[src/hw/rtl/sprite_animation_frame_stepper_unit_macros.svh]
// Assertion helpers for the frame stepper. Both sample on the rising edge of clk
// and are off while rst_n is low.
`ifndef SPRITE_ANIMATION_FRAME_STEPPER_UNIT_MACROS_SVH
`define SPRITE_ANIMATION_FRAME_STEPPER_UNIT_MACROS_SVH

// The consequent must hold in the same cycle as the antecedent.
`define SAFS_ASSERT_NOW(label, ante, cons) \
  label: assert property (@(posedge clk) disable iff (!rst_n) (ante) |-> (cons)) \
    else $error("frame stepper assertion failed");

// The consequent must hold in the cycle after the antecedent.
`define SAFS_ASSERT_NEXT(label, ante, cons) \
  label: assert property (@(posedge clk) disable iff (!rst_n) (ante) |=> (cons)) \
    else $error("frame stepper assertion failed");

`endif

[src/hw/rtl/safs_pkg.sv]
`timescale 1ns / 1ps
package safs_pkg;

  // Bound on frame advances within one tick.
  localparam int FRAMES = 256;
  localparam int ADV_SAT = 511;
  localparam int CNT_W = ($clog2(FRAMES + 1) > 9) ? $clog2(FRAMES + 1) : 9;
  localparam logic [8:0] STALL_ADV = 9'((FRAMES > ADV_SAT) ? ADV_SAT : FRAMES);
  localparam logic [16:0] TIMER_MAX = 17'h1FFFF;
  localparam int STORE_DEPTH = 256;

  typedef enum logic [1:0] {
    CMD_TICK    = 2'd0,
    CMD_WRITE   = 2'd1,
    CMD_RESTART = 2'd2,
    CMD_NONE    = 2'd3
  } cmd_t;

  typedef enum logic [2:0] {
    REG_SPEED       = 3'd0,
    REG_FRAME_COUNT = 3'd1,
    REG_LOOP_INDEX  = 3'd2,
    REG_FIXED_DUR   = 3'd3,
    REG_USE_TABLE   = 3'd4
  } reg_idx_t;

  typedef enum logic [2:0] {
    ST_IDLE,
    ST_ADD,
    ST_CMP,
    ST_ADV,
    ST_LOAD,
    ST_RESTART,
    ST_DONE
  } state_t;

  typedef enum logic [1:0] {
    ALU_ADD_SAT,
    ALU_SUB,
    ALU_GT
  } alu_op_t;

  typedef struct packed {
    logic [15:0] speed;
    logic [8:0]  frame_count;
    logic [7:0]  loop_index;
    logic [15:0] fixed_duration;
    logic        use_table;
  } cfg_t;

  typedef struct packed {
    logic [7:0]  current_frame;
    logic [16:0] timer_now;
    logic [8:0]  frames_advanced;
    logic        stalled;
  } res_t;

  // A frame count of zero acts as one, anything above the store depth as the depth.
  function automatic logic [8:0] eff_count(input logic [8:0] fc);
    logic [8:0] r;
    if (fc == 9'd0) begin
      r = 9'd1;
    end else if (fc > 9'(STORE_DEPTH)) begin
      r = 9'(STORE_DEPTH);
    end else begin
      r = fc;
    end
    return r;
  endfunction

  function automatic logic [7:0] clamp_frame(input logic [7:0] f, input logic [8:0] fc);
    logic [8:0] last;
    last = fc - 9'd1;
    return ({1'b0, f} >= fc) ? last[7:0] : f;
  endfunction

endpackage

[src/hw/rtl/safs_regs.sv]
`timescale 1ns / 1ps
module safs_regs import safs_pkg::*; (
  input  logic        clk,
  input  logic        rst_n,
  input  logic        psel,
  input  logic        penable,
  input  logic        pwrite,
  input  logic [4:0]  paddr,
  input  logic [31:0] pwdata,
  output logic [31:0] prdata,
  output logic        pready,
  output cfg_t        cfg
);

  cfg_t     cfg_r;
  logic     wr_en;
  reg_idx_t idx;

  assign pready = 1'b1;
  assign wr_en  = psel & penable & pwrite;
  assign idx    = reg_idx_t'(paddr[4:2]);
  assign cfg    = cfg_r;

  always_ff @(posedge clk) begin
    if (!rst_n) begin
      cfg_r.speed          <= 16'd1;
      cfg_r.frame_count    <= 9'd1;
      cfg_r.loop_index     <= 8'd0;
      cfg_r.fixed_duration <= 16'd0;
      cfg_r.use_table      <= 1'b1;
    end else if (wr_en) begin
      case (idx)
        REG_SPEED:       cfg_r.speed          <= pwdata[15:0];
        REG_FRAME_COUNT: cfg_r.frame_count    <= pwdata[8:0];
        REG_LOOP_INDEX:  cfg_r.loop_index     <= pwdata[7:0];
        REG_FIXED_DUR:   cfg_r.fixed_duration <= pwdata[15:0];
        REG_USE_TABLE:   cfg_r.use_table      <= pwdata[0];
        default: ;
      endcase
    end
  end

  always_comb begin
    case (idx)
      REG_SPEED:       prdata = {16'd0, cfg_r.speed};
      REG_FRAME_COUNT: prdata = {23'd0, cfg_r.frame_count};
      REG_LOOP_INDEX:  prdata = {24'd0, cfg_r.loop_index};
      REG_FIXED_DUR:   prdata = {16'd0, cfg_r.fixed_duration};
      REG_USE_TABLE:   prdata = {31'd0, cfg_r.use_table};
      default:         prdata = 32'd0;
    endcase
  end

endmodule

[config.mk]
export PLATFORM = sky130hd
export DESIGN_NAME = safs_regs
export DESIGN_NICKNAME = d
export VERILOG_FILES = /design/src/hw/rtl/sprite_animation_frame_stepper_unit_macros.svh /design/src/hw/rtl/safs_pkg.sv /design/src/hw/rtl/safs_regs.sv
export SDC_FILE = /design/constraint.sdc
export NUM_CORES = 1
export LEC_CHECK = 0
export BUFFER_PORTS_ARGS = -buffer_cell sky130_fd_sc_hd__clkbuf_2
export CELL_PAD_IN_SITES_DETAIL_PLACEMENT = 0
export CELL_PAD_IN_SITES_GLOBAL_PLACEMENT = 1
export CORE_UTILIZATION = 33
export DETAILED_ROUTE_END_ITERATION = 10
export PLACE_DENSITY = 0.86
export SLEW_MARGIN = 10
export SYNTH_ARGS = -nofsm -noshare
export SYNTH_HDL_FRONTEND = slang
export SYNTH_SLANG_ARGS = --single-unit
export TNS_END_PERCENT = 100
[constraint.sdc]
create_clock -name clk -period 1.7 [get_ports clk]
set_input_delay 0.34 -clock clk [delete_from_list [all_inputs] [get_ports clk]]
set_output_delay 0.34 -clock clk [all_outputs]
set_load 0.02 [all_outputs]
==> summary.txt <==
Outcome: complete, but fails checks
Failing checks: setup timing
Number of cells on the worst hold path: 3
Placed instance area: 0.00305 sq mm
RSZ-0062 raised after global routing: yes
Final GP Congestion: 0.729
Clk buf depth: 2
Layout cell share with drive strength beyond 1: 47.9%
Global-route wire length before repair: 9.44 mm
Final setup vio count: 6
CP top delay family: multiplexers
Total grt overflow: 0
Worst Setup End Kind: primary output
Crit path buf inv count: 1
Skew-Pair Late Insertion Delay: 290 ps
Fmax: 0.578 GHz
Placed insts: 437
Synth Instances: 252
Design area: 0.00337 sq mm
Worst slack at placement: -54.3 ps
ANT cells: 0
Pwr Total: 2.26 mW
Max FFs per register: 50
Crit path DAT: 1390 ps
Vias in the first global route: 1956
Final min period: 1730 ps
Die area: 0.00794 sq mm
Initial DRC Count: 78
H-tree levels: 2
Worst setup margin: -30.8 ps
Fillers: 749
Critical Path Stages: 3
Worst IR drop on VDD: 0.336 mV
Max-slew violation count: 0
Crit-path max cell delay: 470 ps
Required @ worst endpoint: 1360 ps
Final hold vios: 0
Critical-path top delay cell: mux4_2
Num CTS Buffers: 5
Detailed placement HPWL: 4.36 mm
CP cell instances: mux4_2, nor2b_1, buf_4
Initial Utilization: 34.3%
Post-Route WL: 6.20 mm
Post-synthesis cell area: 0.00250 sq mm
Most frequent cells in the layout: 79 x clkbuf_2, 66 x nand2_1, 50 x mux2i_1
Final Util: 46.2%
Core area: 0.00729 sq mm
Top flip-flop cell by instance count after synthesis: dfxtp_1
Die Width: 89.1 microns
Post-synth EDFFs: 0
Reg clk slew, reported paths: 90 ps
Sequential share of the synthesized area: 40.0%
Worst setup path class: flop to primary output
Initial antenna violation count: 0
WHS: 294 ps
Reg2reg path depth: 2
Nets: 400
Die Ht: 89.1 microns
Type of the worst min-delay path: input pin to flop
CTS tree: done
Root buf cell: clkbuf_8
Global-route usage over all layers: 15.8%
Yosys synthesis warning count: 0
Iteration count of the initial detailed-routing pass: 4
Via count: 2080
Leak Pwr: 1.44 nW
Sum Neg Setup Slack: -82.8 ps
Clock Sinks: 50
Power Dens Cells: 671 mW/mm^2
Netlist cell types: 31
Fin cells: 458
Row count: 31
Area Overhead vs Synth: 34.6%
Vias per inst: 4.54
Maxcap violations: 0
Average cell area after synthesis: 9.94 sq um
Post-route ant nets: 0
Drt drc: 0
IO buf count: 89
Largest net degree at the start of global routing: 68
I/O Pins: 125
CTS Hold Bufs: 0
Crit-path max FO: 2
Final Cycle Share: 102%
Commonest non-fill, non-tap cell in the layout: clkbuf_2
Yosys reg bits: 50
Final Skew: 0 ps
Worst setup SP type: flop
Routed WL per cell: 13.5 microns
Ys async rst share: 0%
[area by class of cell]
| class | instances | area [sq um] | share of cell area, % |
|---|---|---|---|
| Multi-Input combinational cell | 182 | 1330 | 39.5 |
| Sequential cell | 50 | 1030 | 30.5 |
| Timing Repair Buffer | 119 | 781 | 23.2 |
| Tap cell | 99 | 124 | 3.67 |
| Clock buffer | 5 | 68.8 | 2.04 |
| Clock inverter | 3 | 40.0 | 1.19 |
[repair_timing]
item                                    in CTS  in global routing
pin swaps                                    1                  3
hold endpoints to repair                     0                  0
setup buffers                                5                  8
resized for setup                           14                 40
endpoints found under the setup margin      11                 10
[cell usage after synthesis, types with 2 or more instances]
master / number / area share, %
mux2i_1: 50 / 20
a22oi_1: 8 / 2.4
a21oi_1: 2 / 0.40
nor2_1: 7 / 1.0
clkbuf_8: 4 / 2.2
buf_6: 2 / 0.90
dfxtp_1: 50 / 40
clkbuf_1: 5 / 0.75
buf_4: 22 / 6.6
nor2b_1: 8 / 2.0
nor3b_1: 2 / 0.60
nand2_1: 66 / 9.9
mux4_2: 7 / 6.3
conb_1: 2 / 0.30
[cell families after synthesis]
group	Yosys count	synth area share, %
DFF	50	40.0
buffers and inverters	35	11.4
AOI/OAI and AO/OA	13	3.60
and+or+nand+nor	94	17.9
other	2	0.300
muxes	58	26.7
[final timing paths]
path,from,to,slack (ps)
setup / recovery,cfg[2],prdata[1],-30
hold / removal,pwdata[14],cfg[48],290
setup reg to reg,cfg[34],cfg[34],950
hold reg to reg,cfg[32],cfg[32],460
[routing by layer]
layer / track usage (%) / wire, microns / up-vias
li1: - / - / 1024
met1: 20.3 / 2830 / 983
met2: 25.6 / 3000 / 66
met3: 3.51 / 284 / 7
met4: 6.78 / 89 / 0
met5: 0 / 0 / -
[worst min-delay path, stage by stage]
cell	delay (ps)
clkbuf_2	80
nand2_1	70
mux2i_1	60
[power breakdown]
group	total, mW	switching [mW]	internal [mW]
clock	0.812	0.379	0.433
combinational	0.265	0.163	0.102
sequential	1.19	0.00614	1.18
total	2.26	0.548	1.71
Note: power is estimated with default switching activity, not from simulation.
